--- config.mk ---
export PLATFORM = sky130hd
export DESIGN_NAME = imu_startup_bias_removal_flat
export DESIGN_NICKNAME = d
export VERILOG_FILES = /design/src/hw/rtl/ibr_pkg.sv /design/src/hw/rtl/ibr_if.sv /design/src/hw/rtl/ibr_lane.sv /design/src/hw/rtl/ibr_div.sv /design/src/hw/rtl/imu_startup_bias_removal.sv /design/src/flat_wrapper.sv
export VERILOG_INCLUDE_DIRS = /design/src /design/src/hw/rtl
export SDC_FILE = /design/constraint.sdc
export NUM_CORES = 1
export LEC_CHECK = 0
export ABC_AREA = 1
export BUFFER_PORTS_ARGS = -buffer_cell sky130_fd_sc_hd__buf_2
export CORE_ASPECT_RATIO = 1.75
export CORE_MARGIN = 2
export CORE_UTILIZATION = 66
export CTS_CLUSTER_SIZE = 14
export DETAILED_ROUTE_END_ITERATION = 6
export PLACE_DENSITY_LB_ADDON = 0.3
export SETUP_SLACK_MARGIN = 0.4
export SYNTH_ARGS = -nofsm -noshare
export SYNTH_HDL_FRONTEND = slang
export SYNTH_SLANG_ARGS = --single-unit
--- constraint.sdc ---
create_clock -name clk -period 17.7 [get_ports clk]
set_clock_uncertainty 0.15 [all_clocks]
set_input_delay 1.77 -clock clk [delete_from_list [all_inputs] [get_ports clk]]
set_output_delay 1.77 -clock clk [all_outputs]
set_load 0.01 [all_outputs]
--- src/hw/rtl/imu_startup_bias_removal_macros.svh ---
// Assertion macros for the RTL of the IMU startup bias removal block.
// Depends on nothing; included by files that carry concurrent checks.
`ifndef IMU_STARTUP_BIAS_REMOVAL_MACROS_SVH
`define IMU_STARTUP_BIAS_REMOVAL_MACROS_SVH

// antecedent implies consequent in the same cycle
`define IBR_ASSERT_IMPL(label, clk, rst_n, ante, cons, msg) \
  label: assert property (@(posedge clk) disable iff (!rst_n) (ante) |-> (cons)) \
    else $error(msg);

// antecedent implies consequent in the next cycle
`define IBR_ASSERT_NEXT(label, clk, rst_n, ante, cons, msg) \
  label: assert property (@(posedge clk) disable iff (!rst_n) (ante) |=> (cons)) \
    else $error(msg);

// invariant
`define IBR_ASSERT_ALWAYS(label, clk, rst_n, cond, msg) \
  label: assert property (@(posedge clk) disable iff (!rst_n) (cond)) \
    else $error(msg);

`endif

--- src/hw/rtl/ibr_pkg.sv ---
// Package for the IMU startup bias removal block: widths, constants, types.
// No dependencies; used by the interfaces, lanes, divider and top level.
package ibr_pkg;

  localparam int SAMPLE_W    = 16;
  localparam int OUT_W       = SAMPLE_W + 1;
  localparam int SUM_W       = 30;
  localparam int DIFF_W      = SUM_W + 1;
  localparam int CNT_W       = 14;
  localparam int AXES        = 6;
  localparam int AX_W        = $clog2(AXES);
  localparam int SHIFT_STEPS = DIFF_W;
  localparam int STEP_W      = $clog2(SHIFT_STEPS);
  localparam int DIV_CNT_W   = $clog2(SUM_W);

  typedef logic signed [SAMPLE_W-1:0] sample_t;
  typedef logic signed [OUT_W-1:0]    res_t;
  typedef logic signed [SUM_W-1:0]    sum_t;
  typedef logic        [CNT_W-1:0]    cnt_t;

  localparam cnt_t COUNT_CAP = cnt_t'(10000);
  localparam cnt_t CAL_RESET = cnt_t'(1000);
  localparam res_t OUT_MAX   = res_t'((1 << SAMPLE_W) - 1);
  localparam res_t OUT_MIN   = res_t'(-((1 << SAMPLE_W) - 1));

  typedef enum logic [1:0] {
    ST_IDLE,
    ST_SHIFT,
    ST_DIVIDE,
    ST_DONE
  } state_t;

  typedef enum logic [1:0] {
    MODE_ACC,
    MODE_DIV,
    MODE_SUB
  } mode_t;

  typedef struct packed {
    logic load;
    logic shift;
    logic first;
    logic last;
    logic acc;
    logic sub;
  } lane_ctrl_t;

endpackage

--- src/hw/rtl/ibr_if.sv ---
// Valid/ready channel interfaces for the IMU startup bias removal block.
// Depends on ibr_pkg for the field types.
interface ibr_in_if;
  import ibr_pkg::*;

  logic    valid;
  logic    ready;
  sample_t gyro_x;
  sample_t gyro_y;
  sample_t gyro_z;
  sample_t accel_x;
  sample_t accel_y;
  sample_t accel_z;

  modport source (
    output valid, gyro_x, gyro_y, gyro_z, accel_x, accel_y, accel_z,
    input  ready
  );
  modport sink (
    input  valid, gyro_x, gyro_y, gyro_z, accel_x, accel_y, accel_z,
    output ready
  );
endinterface

interface ibr_out_if;
  import ibr_pkg::*;

  logic valid;
  logic ready;
  res_t out_gyro_x;
  res_t out_gyro_y;
  res_t out_gyro_z;
  res_t out_accel_x;
  res_t out_accel_y;
  res_t out_accel_z;
  logic calibrated;

  modport source (
    output valid, out_gyro_x, out_gyro_y, out_gyro_z,
           out_accel_x, out_accel_y, out_accel_z, calibrated,
    input  ready
  );
  modport sink (
    input  valid, out_gyro_x, out_gyro_y, out_gyro_z,
           out_accel_x, out_accel_y, out_accel_z, calibrated,
    output ready
  );
endinterface

--- src/hw/rtl/ibr_lane.sv ---
// One axis lane: bit-serial accumulate and bias subtract, LSB first.
// Holds the axis sum (bias after division). Depends on ibr_pkg.
module ibr_lane (
  input  logic               clk,
  input  logic               rst_n,
  input  ibr_pkg::lane_ctrl_t ctrl,
  input  ibr_pkg::sample_t   sample,
  input  logic               wr_en,
  input  ibr_pkg::sum_t      wr_data,
  output ibr_pkg::sum_t      sum,
  output ibr_pkg::res_t      res
);
  import ibr_pkg::*;

  logic [SAMPLE_W-1:0] smp_r;
  sum_t                sum_r;
  logic [DIFF_W-1:0]   diff_r;
  logic                c_acc_r;
  logic                c_sub_r;

  logic a_bit, b_bit, bb_bit, c_acc_in, c_sub_in, sum_bit, d_bit;
  logic [DIFF_W-SAMPLE_W-1:0] hi;
  logic fits, is_min;

  always_comb begin
    a_bit    = smp_r[0];
    b_bit    = ctrl.last ? sum_r[SUM_W-1] : sum_r[0];
    bb_bit   = ctrl.sub & ~b_bit;
    c_acc_in = ctrl.first ? 1'b0 : c_acc_r;
    c_sub_in = ctrl.first ? ctrl.sub : c_sub_r;
    sum_bit  = ctrl.acc ? (a_bit ^ b_bit ^ c_acc_in) : sum_r[0];
    d_bit    = a_bit ^ bb_bit ^ c_sub_in;
  end

  always_ff @(posedge clk) begin
    if (ctrl.load) begin
      smp_r <= sample;
    end else if (ctrl.shift) begin
      smp_r <= {smp_r[SAMPLE_W-1], smp_r[SAMPLE_W-1:1]};
    end
    if (ctrl.shift) begin
      diff_r  <= {d_bit, diff_r[DIFF_W-1:1]};
      c_acc_r <= (a_bit & b_bit) | (a_bit & c_acc_in) | (b_bit & c_acc_in);
      c_sub_r <= (a_bit & bb_bit) | (a_bit & c_sub_in) | (bb_bit & c_sub_in);
    end
  end

  always_ff @(posedge clk) begin
    if (!rst_n) begin
      sum_r <= '0;
    end else if (wr_en) begin
      sum_r <= wr_data;
    end else if (ctrl.shift && !ctrl.last) begin
      sum_r <= {sum_bit, sum_r[SUM_W-1:1]};
    end
  end

  // saturate the 31-bit difference to +-(2^16 - 1)
  always_comb begin
    hi     = diff_r[DIFF_W-1:SAMPLE_W];
    fits   = (&hi) | ~(|hi);
    is_min = (&hi) & ~(|diff_r[SAMPLE_W-1:0]);
    if (!fits) begin
      res = diff_r[DIFF_W-1] ? OUT_MIN : OUT_MAX;
    end else if (is_min) begin
      res = OUT_MIN;
    end else begin
      res = res_t'(diff_r[OUT_W-1:0]);
    end
  end

  assign sum = sum_r;

endmodule

--- src/hw/rtl/ibr_div.sv ---
// Shared restoring divider: signed sum / unsigned sample setting, one
// quotient bit per cycle, truncated toward zero. Depends on ibr_pkg.
module ibr_div (
  input  logic          clk,
  input  logic          rst_n,
  input  logic          start,
  input  ibr_pkg::sum_t dividend,
  input  ibr_pkg::cnt_t divisor,
  output logic          busy,
  output logic          done,
  output ibr_pkg::sum_t quotient
);
  import ibr_pkg::*;

  logic                 busy_r;
  logic                 done_r;
  logic                 neg_r;
  logic [DIV_CNT_W-1:0] cnt_r;
  logic [CNT_W-1:0]     rem_r;
  logic [SUM_W-1:0]     quo_r;

  logic [CNT_W:0] trial;
  logic [CNT_W:0] dv;
  logic [CNT_W:0] trial_diff;
  logic           ge;

  always_comb begin
    trial      = {rem_r, quo_r[SUM_W-1]};
    dv         = {1'b0, divisor};
    trial_diff = trial - dv;
    ge         = (trial >= dv);
  end

  always_ff @(posedge clk) begin
    if (!rst_n) begin
      busy_r <= 1'b0;
      done_r <= 1'b0;
      cnt_r  <= '0;
    end else begin
      done_r <= 1'b0;
      if (start) begin
        busy_r <= 1'b1;
        cnt_r  <= '0;
      end else if (busy_r) begin
        cnt_r <= cnt_r + DIV_CNT_W'(1);
        if (cnt_r == DIV_CNT_W'(SUM_W - 1)) begin
          busy_r <= 1'b0;
          done_r <= 1'b1;
        end
      end
    end
  end

  always_ff @(posedge clk) begin
    if (start) begin
      neg_r <= dividend[SUM_W-1];
      rem_r <= '0;
      quo_r <= dividend[SUM_W-1] ? SUM_W'(-dividend) : SUM_W'(dividend);
    end else if (busy_r) begin
      rem_r <= ge ? trial_diff[CNT_W-1:0] : trial[CNT_W-1:0];
      quo_r <= {quo_r[SUM_W-2:0], ge};
    end
  end

  always_comb begin
    if (divisor == '0) begin
      quotient = '0;
    end else if (neg_r) begin
      quotient = sum_t'(-quo_r);
    end else begin
      quotient = sum_t'(quo_r);
    end
  end

  assign busy = busy_r;
  assign done = done_r;

endmodule

--- src/hw/rtl/imu_startup_bias_removal.sv ---
// Top level of the IMU startup bias removal block: control, lanes, divider.
// Depends on ibr_pkg, ibr_if, ibr_lane, ibr_div and the assertion macros.
//
// Usage: one six-axis sample enters per item on in_ch (valid/ready); one
// result per item leaves on out_ch. The first calibration_samples items are
// summed per axis and pass through raw with calibrated low. The next item
// also passes raw and turns each sum into its bias (sum / setting, truncated
// toward zero). Every later item comes out minus its bias, saturated to
// +-65535, with calibrated high. cfg_wr_en/cfg_wr_data set the sample count;
// write it only while the block is idle.
// Timing: each item runs through the bit-serial lanes (one bit per cycle of
// the 31-bit difference), then its result is loaded into the output
// register, and only then is a new item taken. The dividing item also runs
// each of the six axis sums in turn through the shared one-bit-per-cycle
// divider before its result is loaded.
// in_ch.ready is high while no item is in work; the output register holds a
// finished result while the receiver stalls, and the next item is worked
// meanwhile, waiting only to load its result.
// Reset clears the sums and the count and sets the setting to 1000.
module imu_startup_bias_removal (
  input  logic                clk,
  input  logic                rst_n,
  ibr_in_if.sink              in_ch,
  ibr_out_if.source           out_ch,
  input  logic                cfg_wr_en,
  input  ibr_pkg::cnt_t       cfg_wr_data
);
  import ibr_pkg::*;
  `include "imu_startup_bias_removal_macros.svh"

  state_t            state_r, state_nxt;
  mode_t             mode_r;
  logic [STEP_W-1:0] step_r;
  logic [AX_W-1:0]   ax_r;
  cnt_t              count_r;
  cnt_t              cal_samples_r;
  logic              out_valid_r;
  res_t              out_res_r [AXES];
  logic              out_cal_r;

  logic       in_fire;
  logic       out_free;
  logic       out_load;
  logic       div_start;
  logic       div_busy;
  logic       div_done;
  sum_t       div_q;
  lane_ctrl_t lane_ctrl;
  sample_t    in_smp   [AXES];
  sum_t       lane_sum [AXES];
  res_t       lane_res [AXES];

  assign in_smp[0] = in_ch.gyro_x;
  assign in_smp[1] = in_ch.gyro_y;
  assign in_smp[2] = in_ch.gyro_z;
  assign in_smp[3] = in_ch.accel_x;
  assign in_smp[4] = in_ch.accel_y;
  assign in_smp[5] = in_ch.accel_z;

  assign in_fire  = in_ch.valid & in_ch.ready;
  assign out_free = ~out_valid_r | out_ch.ready;

  always_comb begin
    state_nxt = state_r;
    unique case (state_r)
      ST_IDLE: begin
        if (in_fire) state_nxt = ST_SHIFT;
      end
      ST_SHIFT: begin
        if (step_r == STEP_W'(SHIFT_STEPS - 1)) begin
          state_nxt = (mode_r == MODE_DIV) ? ST_DIVIDE : ST_DONE;
        end
      end
      ST_DIVIDE: begin
        if (div_done && ax_r == AX_W'(AXES - 1)) state_nxt = ST_DONE;
      end
      ST_DONE: begin
        if (out_free) state_nxt = ST_IDLE;
      end
      default: state_nxt = ST_IDLE;
    endcase
  end

  always_comb begin
    in_ch.ready     = (state_r == ST_IDLE);
    lane_ctrl.load  = in_fire;
    lane_ctrl.shift = (state_r == ST_SHIFT);
    lane_ctrl.first = (step_r == '0);
    lane_ctrl.last  = (step_r == STEP_W'(SHIFT_STEPS - 1));
    lane_ctrl.acc   = (mode_r == MODE_ACC);
    lane_ctrl.sub   = (mode_r == MODE_SUB);
    div_start       = (state_r == ST_DIVIDE) & ~div_busy & ~div_done;
    out_load        = (state_r == ST_DONE) & out_free;
  end

  always_ff @(posedge clk) begin
    if (!rst_n) begin
      state_r       <= ST_IDLE;
      mode_r        <= MODE_ACC;
      step_r        <= '0;
      ax_r          <= '0;
      count_r       <= '0;
      cal_samples_r <= CAL_RESET;
      out_valid_r   <= 1'b0;
    end else begin
      state_r <= state_nxt;
      if (cfg_wr_en) cal_samples_r <= cfg_wr_data;
      if (in_fire) begin
        step_r <= '0;
        if (count_r < cal_samples_r) begin
          mode_r <= MODE_ACC;
        end else if (count_r == cal_samples_r) begin
          mode_r <= MODE_DIV;
        end else begin
          mode_r <= MODE_SUB;
        end
        if (count_r < COUNT_CAP) count_r <= count_r + CNT_W'(1);
      end else if (state_r == ST_SHIFT) begin
        step_r <= step_r + STEP_W'(1);
      end
      if (div_done) begin
        ax_r <= (ax_r == AX_W'(AXES - 1)) ? '0 : ax_r + AX_W'(1);
      end
      if (out_load) begin
        out_valid_r <= 1'b1;
      end else if (out_ch.ready) begin
        out_valid_r <= 1'b0;
      end
    end
  end

  always_ff @(posedge clk) begin
    if (out_load) begin
      out_res_r <= lane_res;
      out_cal_r <= (mode_r == MODE_SUB);
    end
  end

  for (genvar k = 0; k < AXES; k++) begin : g_lane
    ibr_lane u_lane (
      .clk     (clk),
      .rst_n   (rst_n),
      .ctrl    (lane_ctrl),
      .sample  (in_smp[k]),
      .wr_en   (div_done && ax_r == AX_W'(k)),
      .wr_data (div_q),
      .sum     (lane_sum[k]),
      .res     (lane_res[k])
    );
  end

  ibr_div u_div (
    .clk      (clk),
    .rst_n    (rst_n),
    .start    (div_start),
    .dividend (lane_sum[ax_r]),
    .divisor  (cal_samples_r),
    .busy     (div_busy),
    .done     (div_done),
    .quotient (div_q)
  );

  assign out_ch.valid       = out_valid_r;
  assign out_ch.out_gyro_x  = out_res_r[0];
  assign out_ch.out_gyro_y  = out_res_r[1];
  assign out_ch.out_gyro_z  = out_res_r[2];
  assign out_ch.out_accel_x = out_res_r[3];
  assign out_ch.out_accel_y = out_res_r[4];
  assign out_ch.out_accel_z = out_res_r[5];
  assign out_ch.calibrated  = out_cal_r;

  `IBR_ASSERT_NEXT(a_accept_starts_shift, clk, rst_n, in_fire, state_r == ST_SHIFT, "item accepted but shift pass not started")
  `IBR_ASSERT_IMPL(a_div_in_divide, clk, rst_n, div_busy, state_r == ST_DIVIDE, "divider busy outside divide phase")
  `IBR_ASSERT_ALWAYS(a_count_capped, clk, rst_n, count_r <= COUNT_CAP, "sample count above cap")
  `IBR_ASSERT_IMPL(a_out_from_done, clk, rst_n, $rose(out_valid_r), $past(state_r == ST_DONE), "result shown without finished item")

endmodule
--- src/flat_wrapper.sv ---
// flat-port wrapper written by rule: the top's interface ports become plain ports
module imu_startup_bias_removal_flat import ibr_pkg::*;
  (clk, rst_n, cfg_wr_en, cfg_wr_data, in_ch_valid, in_ch_gyro_x, in_ch_gyro_y, in_ch_gyro_z, in_ch_accel_x, in_ch_accel_y, in_ch_accel_z, in_ch_ready, out_ch_valid, out_ch_out_gyro_x, out_ch_out_gyro_y, out_ch_out_gyro_z, out_ch_out_accel_x, out_ch_out_accel_y, out_ch_out_accel_z, out_ch_calibrated, out_ch_ready);
  ibr_in_if in_ch_i ();
  ibr_out_if out_ch_i ();
  input  logic clk;
  input  logic rst_n;
  input  logic cfg_wr_en;
  input  ibr_pkg::cnt_t cfg_wr_data;
  input wire logic [$bits(in_ch_i.valid)-1:0] in_ch_valid;
  input wire logic [$bits(in_ch_i.gyro_x)-1:0] in_ch_gyro_x;
  input wire logic [$bits(in_ch_i.gyro_y)-1:0] in_ch_gyro_y;
  input wire logic [$bits(in_ch_i.gyro_z)-1:0] in_ch_gyro_z;
  input wire logic [$bits(in_ch_i.accel_x)-1:0] in_ch_accel_x;
  input wire logic [$bits(in_ch_i.accel_y)-1:0] in_ch_accel_y;
  input wire logic [$bits(in_ch_i.accel_z)-1:0] in_ch_accel_z;
  output wire logic [$bits(in_ch_i.ready)-1:0] in_ch_ready;
  output wire logic [$bits(out_ch_i.valid)-1:0] out_ch_valid;
  output wire logic [$bits(out_ch_i.out_gyro_x)-1:0] out_ch_out_gyro_x;
  output wire logic [$bits(out_ch_i.out_gyro_y)-1:0] out_ch_out_gyro_y;
  output wire logic [$bits(out_ch_i.out_gyro_z)-1:0] out_ch_out_gyro_z;
  output wire logic [$bits(out_ch_i.out_accel_x)-1:0] out_ch_out_accel_x;
  output wire logic [$bits(out_ch_i.out_accel_y)-1:0] out_ch_out_accel_y;
  output wire logic [$bits(out_ch_i.out_accel_z)-1:0] out_ch_out_accel_z;
  output wire logic [$bits(out_ch_i.calibrated)-1:0] out_ch_calibrated;
  input wire logic [$bits(out_ch_i.ready)-1:0] out_ch_ready;
  assign in_ch_i.valid = in_ch_valid;
  assign in_ch_i.gyro_x = in_ch_gyro_x;
  assign in_ch_i.gyro_y = in_ch_gyro_y;
  assign in_ch_i.gyro_z = in_ch_gyro_z;
  assign in_ch_i.accel_x = in_ch_accel_x;
  assign in_ch_i.accel_y = in_ch_accel_y;
  assign in_ch_i.accel_z = in_ch_accel_z;
  assign in_ch_ready = in_ch_i.ready;
  assign out_ch_valid = out_ch_i.valid;
  assign out_ch_out_gyro_x = out_ch_i.out_gyro_x;
  assign out_ch_out_gyro_y = out_ch_i.out_gyro_y;
  assign out_ch_out_gyro_z = out_ch_i.out_gyro_z;
  assign out_ch_out_accel_x = out_ch_i.out_accel_x;
  assign out_ch_out_accel_y = out_ch_i.out_accel_y;
  assign out_ch_out_accel_z = out_ch_i.out_accel_z;
  assign out_ch_calibrated = out_ch_i.calibrated;
  assign out_ch_i.ready = out_ch_ready;
  imu_startup_bias_removal u_core (.clk(clk), .rst_n(rst_n), .in_ch(in_ch_i), .out_ch(out_ch_i), .cfg_wr_en(cfg_wr_en), .cfg_wr_data(cfg_wr_data));
endmodule
==> qor.csv, run 1 <==
metric,value,unit
"Net Count, Synth",3892,
Worst-Margin Slew,1.466,ns
H-tree lvl count,2,
dpl cells,4392,
Post-Synth Adder-Cell Area,2.432,%
core box area,47750,sq um
starting density of the core,66.59,%
Async SR Flop Fraction,0,%
Pre-antenna DRT Iters,7,
layout cells sized above 1,9.854,%
Worst Hold Class,reg2reg,
outcome,"complete, but fails checks",
Gate Count Post-Synth,3723,
ys flop type,edfxtp_1,
Total GRT Usage,34.08,%
clk root buf,clkbuf_16,
top cell type's share of synthesized area,40.42,%
Final Hold Viols,0,
Filler cells,3596,
Crit Path Class,reg2reg,
Die W,169.9,microns
crit path cell chain,inv_1 > ha_4 > inv_1 > nor2_4 > buf_4 > inv_2 > buf_4 > nor2_1 > buf_4 > inv_1 > o21ai_0 > o21a_1,
DRC violations left,4,
CTS tree,yes,
drt initial violations,2871,
sequential area share after synthesis,55.66,%
drt via density,6.065,
Max Cap Violations,0,
DRT antenna net count,0,
clk_lat worst skew,0.64,ns
Non-Filler Instances,4502,
hpwl dp,58710,microns
synth cell count leaders,"nand2_1 (1124), edfxtp_1 (428), inv_1 (364), nor2_1 (277), dfxtp_1 (242)",
failing checks,DRC,
RSZ-0062 raised after global routing,no,
kind of launch point of the worst setup path,register,
Final Max Tran Viols,0,
Mapped Area,31790,sq um
Post CTS Setup Buffer Count,0,
PostCTS Resize Cnt,0,
Final nets,4027,
simple-gate share of the synthesized area,23.62,%
CP max stage cell,buf_4,
Seq cells post-synth,670,
first-pass GRT wire length,132600,microns
CP required,18.14,ns
Wirelength per Cell,19.21,microns
Worst setup EP type,register,
slew margin rel.,1.614,%
largest cells by area after synthesis,"edfxtp_1 (40%), dfxtp_1 (15%), nand2_1 (13%), inv_1 (4.3%), o21ai_0 (3.6%)",
antenna violations before repair,0,
setup TNS,0,ns
post-synthesis mux area share,0,%
Tot Pwr,4881,uW
Port Buffers,219,
CTS Buf Count,58,
highest fanout seen on the critical path,68,
Site Rows,106,
total gr overflow,0,
setup violators final,0,
Worst-path clk slew,0.07,ns
crit path time final,4.295,ns
full die area,50010,sq um
Syn. warnings,0,
clock sinks,670,
most frequent cell after synthesis,nand2_1,
maximum resistive drop on vdd,0.1079,mV
Pleak,0.01420,uW
post-synthesis compound-gate area fraction,10.66,%
via count,27300,
Top Ports,220,
Synth cell types,48,
syn avg cell area,8.540,sq um
post-synth top area cell,edfxtp_1,
die outline height,294.4,microns
largest family of logic cells by synthesized area,simple AND/OR/NAND/NOR gates,
highest clock rate,232.8,MHz
final worst path period share,24.26,%
synthesized-area fraction occupied by xor and xnor cells,0.8264,%
clock tree buffer depth,3,
PwrDens,139.1,nW/um^2
Post-synth EDFFs,428,
"Largest stage delay, worst path",0.62,ns
CTS Hold Bufs,0,
GP Congestion,1.049,
Total Wirelength,86490,microns
vias in the first global route,25950,
largest net degree at the start of global routing,98,
crit path DAT,4.73,ns
area delta synth->final,10.33,%
## report_power, final
group          total (uW)  internal (uW)  switching [uW]
logic                1240            312             925
registers            2380           2180             198
clock network        1260            684             577
## worst paths after layout
path | to | slack, ns | depth (start not counted) | from
worst max register to register | u_core.g_lane[5].u_lane.sum[23]$_SDFFE_PN0P_ | 13.41 | 12 | u_core.state_r[1]$_SDFFE_PN0P_
worst min register to register | u_core.g_lane[4].u_lane.diff_r[0]$_DFFE_PP_ | 0.29 | 0 | u_core.g_lane[4].u_lane.diff_r[1]$_DFFE_PP_
worst max-delay path | u_core.g_lane[5].u_lane.sum[23]$_SDFFE_PN0P_ | 13.41 | 12 | u_core.state_r[1]$_SDFFE_PN0P_
worst min-delay path | u_core.g_lane[4].u_lane.diff_r[0]$_DFFE_PP_ | 0.29 | 0 | u_core.g_lane[4].u_lane.diff_r[1]$_DFFE_PP_
## critical path: cells and delay by family, from the launching register on
family,cells,cell delay [ns]
and+or+nand+nor,2,0.30
adders and majority gates,1,0.53
AOI/OAI and AO/OA,2,0.33
DFF,1,0.34
buffers and inverters,7,2.51
## sequential cells by signal (all words and copies together) (netlist names), 2 cells and up
register,flops
u_core.mode_r,2
u_core.state_r,2
u_core.g_lane.u_lane.diff_r,186
u_core.g_lane.u_lane.c_sub_r,6
u_core.g_lane.u_lane.sum,180
u_core.step_r,5
u_core.u_div.cnt_r,5
u_core.ax_r,3
u_core.out_ch.out_gyro_x,17
u_core.u_div.rem_r,14
u_core.out_ch.out_gyro_z,17
u_core.g_lane.u_lane.c_acc_r,6
u_core.out_ch.out_accel_y,17
u_core.out_ch.out_accel_x,17
u_core.u_div.quo_r,30
u_core.g_lane.u_lane.smp_r,96
u_core.count_r,14
u_core.out_ch.out_accel_z,17
u_core.out_ch.out_gyro_y,17
u_core.cal_samples_r,14
## cells in the final DEF (no fill, tap or decap), drive strengths merged, types with 3 or more instances in the layout
master   count
nand4      104
clkbuf      90
nand3      189
nor3b        4
a41o         6
nor4        32
nand3b       8
clkinv      12
nor3        37
inv        376
o21ai      246
a211oi       3
o211ai       9
a22oi       23
edfxtp     428
nand2     1128
ha          41
xor2        20
o21a         7
a21oi      203
o2111ai      4
buf        256
nor2       287
or2         12
o22ai        7
dfxtp      242
a31oi       94
fa          13
bufinv       3
xnor2       10
## area by class of cell
cell class	instances	area, sq um	area share (%)
antenna	1	2.502	0.007133
sequential	670	17700	50.45
clock buffer	90	1643	4.683
clock inverter	19	207.7	0.5921
inverter	374	1411	4.023
tap	594	743.2	2.119
multi-input combinational	2498	12000	34.21
timing repair buffer	256	1374	3.916
## logic make-up after synthesis
family | Yosys count
simple gates | 1803
flops | 670
compound gates | 611
buf+inv | 555
fa+ha+maj | 54
xor+xnor | 30
## metal layers
metal,global-route usage (%),wire length (microns),vias up
li1,-,-,12770
met2,59.39,42710,1469
met1,36.74,29740,12620
met4,26.81,7497,0
met5,0,0,-
met3,5.237,6541,444
## metrics by stage
| step | setup slack, ns | utilization [%] | hold WS (ns) | instance area [sq um] |
|---|---|---|---|---|
| after floorplan | 9.390 | - | 0.2764 | 31790 |
| after detailed placement | 13.42 | 69.59 | 0.2817 | 33230 |
| after global routing | 13.25 | 73.47 | 0.3049 | 35080 |
| after CTS | 13.53 | 73.47 | 0.2982 | 35080 |
| final | 13.41 | 73.47 | 0.2941 | 35080 |
| after global placement | 13.39 | 69.59 | 0.2798 | 33230 |
(Power assumes the default switching activity.)
==> run 2: changes to the inputs <==
- CORE_UTILIZATION: 66 -> 55
- clock period: 17.7 -> 3.72 ns (I/O delays scaled with it)
==> run 2 against run 1 <==
Net effect: combinational power grew to 5.0 times the previous value; register-to-register slack worse by 13 ns; maximum frequency is 36% higher; sequential power grew to 4.8 times the previous value; via count is 1.0% higher; the run now ends clean; count of clock-buffer cells in the layout is 4 higher; power grew to 4.9 times the previous value; wire length is 6.9% higher; first-iteration DRC count is 24% lower; cell count is 7.2% higher; global-route usage is 3.2 points lower.
==> qor.csv, run 2 (synthesis gave the netlist of run 1 again) <==
metric,value,unit,change
outcome,"finished, final reports clean",,
highest clock rate,315.8,MHz,+36%
Top reg by flops,u_core.g_lane.u_lane.diff_r,,
Worst-path clk slew,0.07,ns,about the same
clk root buf,clkbuf_16,,
CTS Buf Count,59,,+1.7%
power share of the clock group,26.5,%,+0.7 points
Sw Pwr,8332,uW,+390%
crit path DAT,3.41,ns,-1.32 ns
area delta synth->final,17.31,%,
antenna violations before repair,0,,unchanged
CP required,3.97,ns,-14.17 ns
via count,27580,,+1.0%
Non-Filler Instances,4827,,+7.2%
die outline height,322.1,microns,+9.4%
Worst Hold Class,in2reg,,
first-pass GRT wire length,142700,microns,+7.6%
"commonest cells after routing, fill and taps aside","nand2_1 (1120), edfxtp_1 (428), inv_1 (358)",,
clk_lat worst skew,0.64,ns,about the same
hpwl dp,63610,microns,+8.3%
"reg-to-reg slack, setup",0.55,ns,-12.85 ns
Die W,185.8,microns,+9.3%
core box area,57180,sq um,+20%
Site Rows,116,,+9.4%
GP Congestion,0.9852,,-6.1%
P_int,15580,uW,+390%
starting density of the core,55.60,%,-11 points
Sw Share,34.85,%,about the same
Sequential Power Share,47.8,%,-1.0 points
CTS tree,yes,,
Total Wirelength,92450,microns,+6.9%
Wirelength per Cell,19.15,microns,-0.31%
full die area,59820,sq um,+20%
"commonest non-fill, non-tap cell in the layout",nand2_1,,
highest fanout seen on the critical path,36,,-47%
dpl cells,4593,,+4.6%
vias in the first global route,26950,,+3.8%
FF-to-FF End,u_core.u_div.quo_r[21]$_DFFE_PP_,,
Pre-antenna DRT Iters,5,,-2
kind of launch point of the worst setup path,register,,
RSZ-0062 raised after global routing,yes,,
total gr overflow,0,,unchanged
Pleak,0.01496,uW,+5.4%
Worst setup EP type,register,,
r2r startpoint,u_core.ax_r[0]$_SDFFE_PN0P_,,
Total GRT Usage,30.88,%,-3.2 points
clock sinks,670,,unchanged
Logic pwr share,25.7,%,+0.4 points
R2R depth,13,,+1
Hold Path Depth,3,,+3
setup TNS,0,ns,unchanged
drt initial violations,2185,,-24%
largest net degree at the start of global routing,168,,+71%
DRT antenna net count,0,,unchanged
setup violators final,0,,unchanged
Final Hold Viols,0,,unchanged
maximum resistive drop on vdd,0.5567,mV,+420%
Final Max Tran Viols,0,,unchanged
DRC violations left,0,,-4
Max Cap Violations,0,,unchanged
drt via density,5.713,,-5.8%
Hold Path Sink,u_core.g_lane[2].u_lane.smp_r[12]$_DFFE_PP_,,
Crit Path Class,reg2reg,,
Hold Crit Start,in_ch_gyro_z[12],,
layout cells sized above 1,12.29,%,+2.4 points
final worst path period share,85.12,%,+61 points
Worst-Margin Slew,1.141,ns,-0.3249 ns
clock tree buffer depth,3,,unchanged
Top Ports,220,,unchanged
Largest register FFs,186,,unchanged
Final nets,4178,,+3.7%
PwrDens,641.0,nW/um^2,+360%
H-tree lvl count,2,,unchanged
crit path time final,3.167,ns,-1.128 ns
Port Buffers,219,,unchanged
slew margin rel.,23.42,%,+22 points
antenna cells,0,,-1
## run 2: changes by cell type in the layout (fill, tap and decap cells not counted), moves of 19 or more
| cell | change |
|---|---|
| nand3_1 | -26 |
| o21ai_1 | +40 |
| nand3_2 | +25 |
| a22oi_2 | +19 |
| dlygate4sd3_1 | +121 |
| o21ai_0 | -40 |
| buf_4 | +23 |
| a22oi_1 | -19 |
## run 2: critical path, stage by stage (launching register included)
cell	delay, ns
dfxtp_2	0.54
inv_4	0.25
nand2_2	0.34
nor2_1	0.07
nor2_1	0.10
nand2_1	0.06
nand2_1	0.17
nand2_1	0.12
nor3_1	0.51
nand3_1	0.25
nand2_1	0.11
nand2_1	0.05
nand3_1	0.12
nand2_1	0.06
## run 2: what timing repair did
item	CTS	global route
hold endpoints to repair	109	0
gates resized for setup	1	5
hold buffers	121	0
pin swaps	0	1
setup buffers	0	1
setup endpoints to repair	9	34
## run 2: power by group through the flow
stage          Sequential [uW]  Combinational (uW)  Clock (uW)
6_report                 11400                6160        6330
5_1_grt                  11600                6820        6650
4_1_cts                  11400                6030        6390
3_3_place_gp             11500                5830           0
3_5_place_dp             11500                5910           0
2_1_floorplan            11200                4170           0
## run 2: worst max-delay path by stage
stage,to,slack (ns),start
after detailed placement,u_core.u_div.quo_r[10]$_DFFE_PP_,0.30,u_core.ax_r[0]$_SDFFE_PN0P_
after global routing,u_core.u_div.quo_r[21]$_DFFE_PP_,0.37,u_core.ax_r[0]$_SDFFE_PN0P_
after global placement,u_core.u_div.quo_r[10]$_DFFE_PP_,0.36,u_core.ax_r[0]$_SDFFE_PN0P_
final,u_core.u_div.quo_r[21]$_DFFE_PP_,0.55,u_core.ax_r[0]$_SDFFE_PN0P_
after CTS,u_core.u_div.quo_r[24]$_DFFE_PP_,0.50,u_core.ax_r[0]$_SDFFE_PN0P_
after floorplan,u_core.g_lane[0].u_lane.smp_r[0]$_DFFE_PP_,0.12,u_core.state_r[1]$_SDFFE_PN0P_
## run 2: stage by stage
stage	setup slack [ns]	power (uW)	cell area [sq um]	hold slack, ns	utilization (%)
2_1_floorplan	0.1211	15380	32440	0.2764	-
3_3_place_gp	0.3564	17300	34080	0.2822	59.60
3_5_place_dp	0.2965	17430	34080	0.2841	59.60
4_1_cts	0.4991	23800	37270	0.007569	65.17
5_1_grt	0.3687	25070	37300	0.02884	65.22
6_report	0.5534	23910	37300	0.05236	65.22
## run 2: metal layers
layer,up-vias,wire (microns),track usage [%]
met5,-,0,0
met4,0,7827,23.29
met3,395,5338,4.014
met2,1197,47290,55.57
met1,12910,32000,32.25
li1,13080,-,-
## run 2: area by class of cell
class / instances / area (sq um)
fill: 4741 / 19890
clock buffer: 94 / 1739
multi-input combinational: 2498 / 12380
timing repair buffer: 406 / 2869
inverter: 374 / 1414
clock inverter: 18 / 231.5
tap: 767 / 959.7
sequential: 670 / 17700
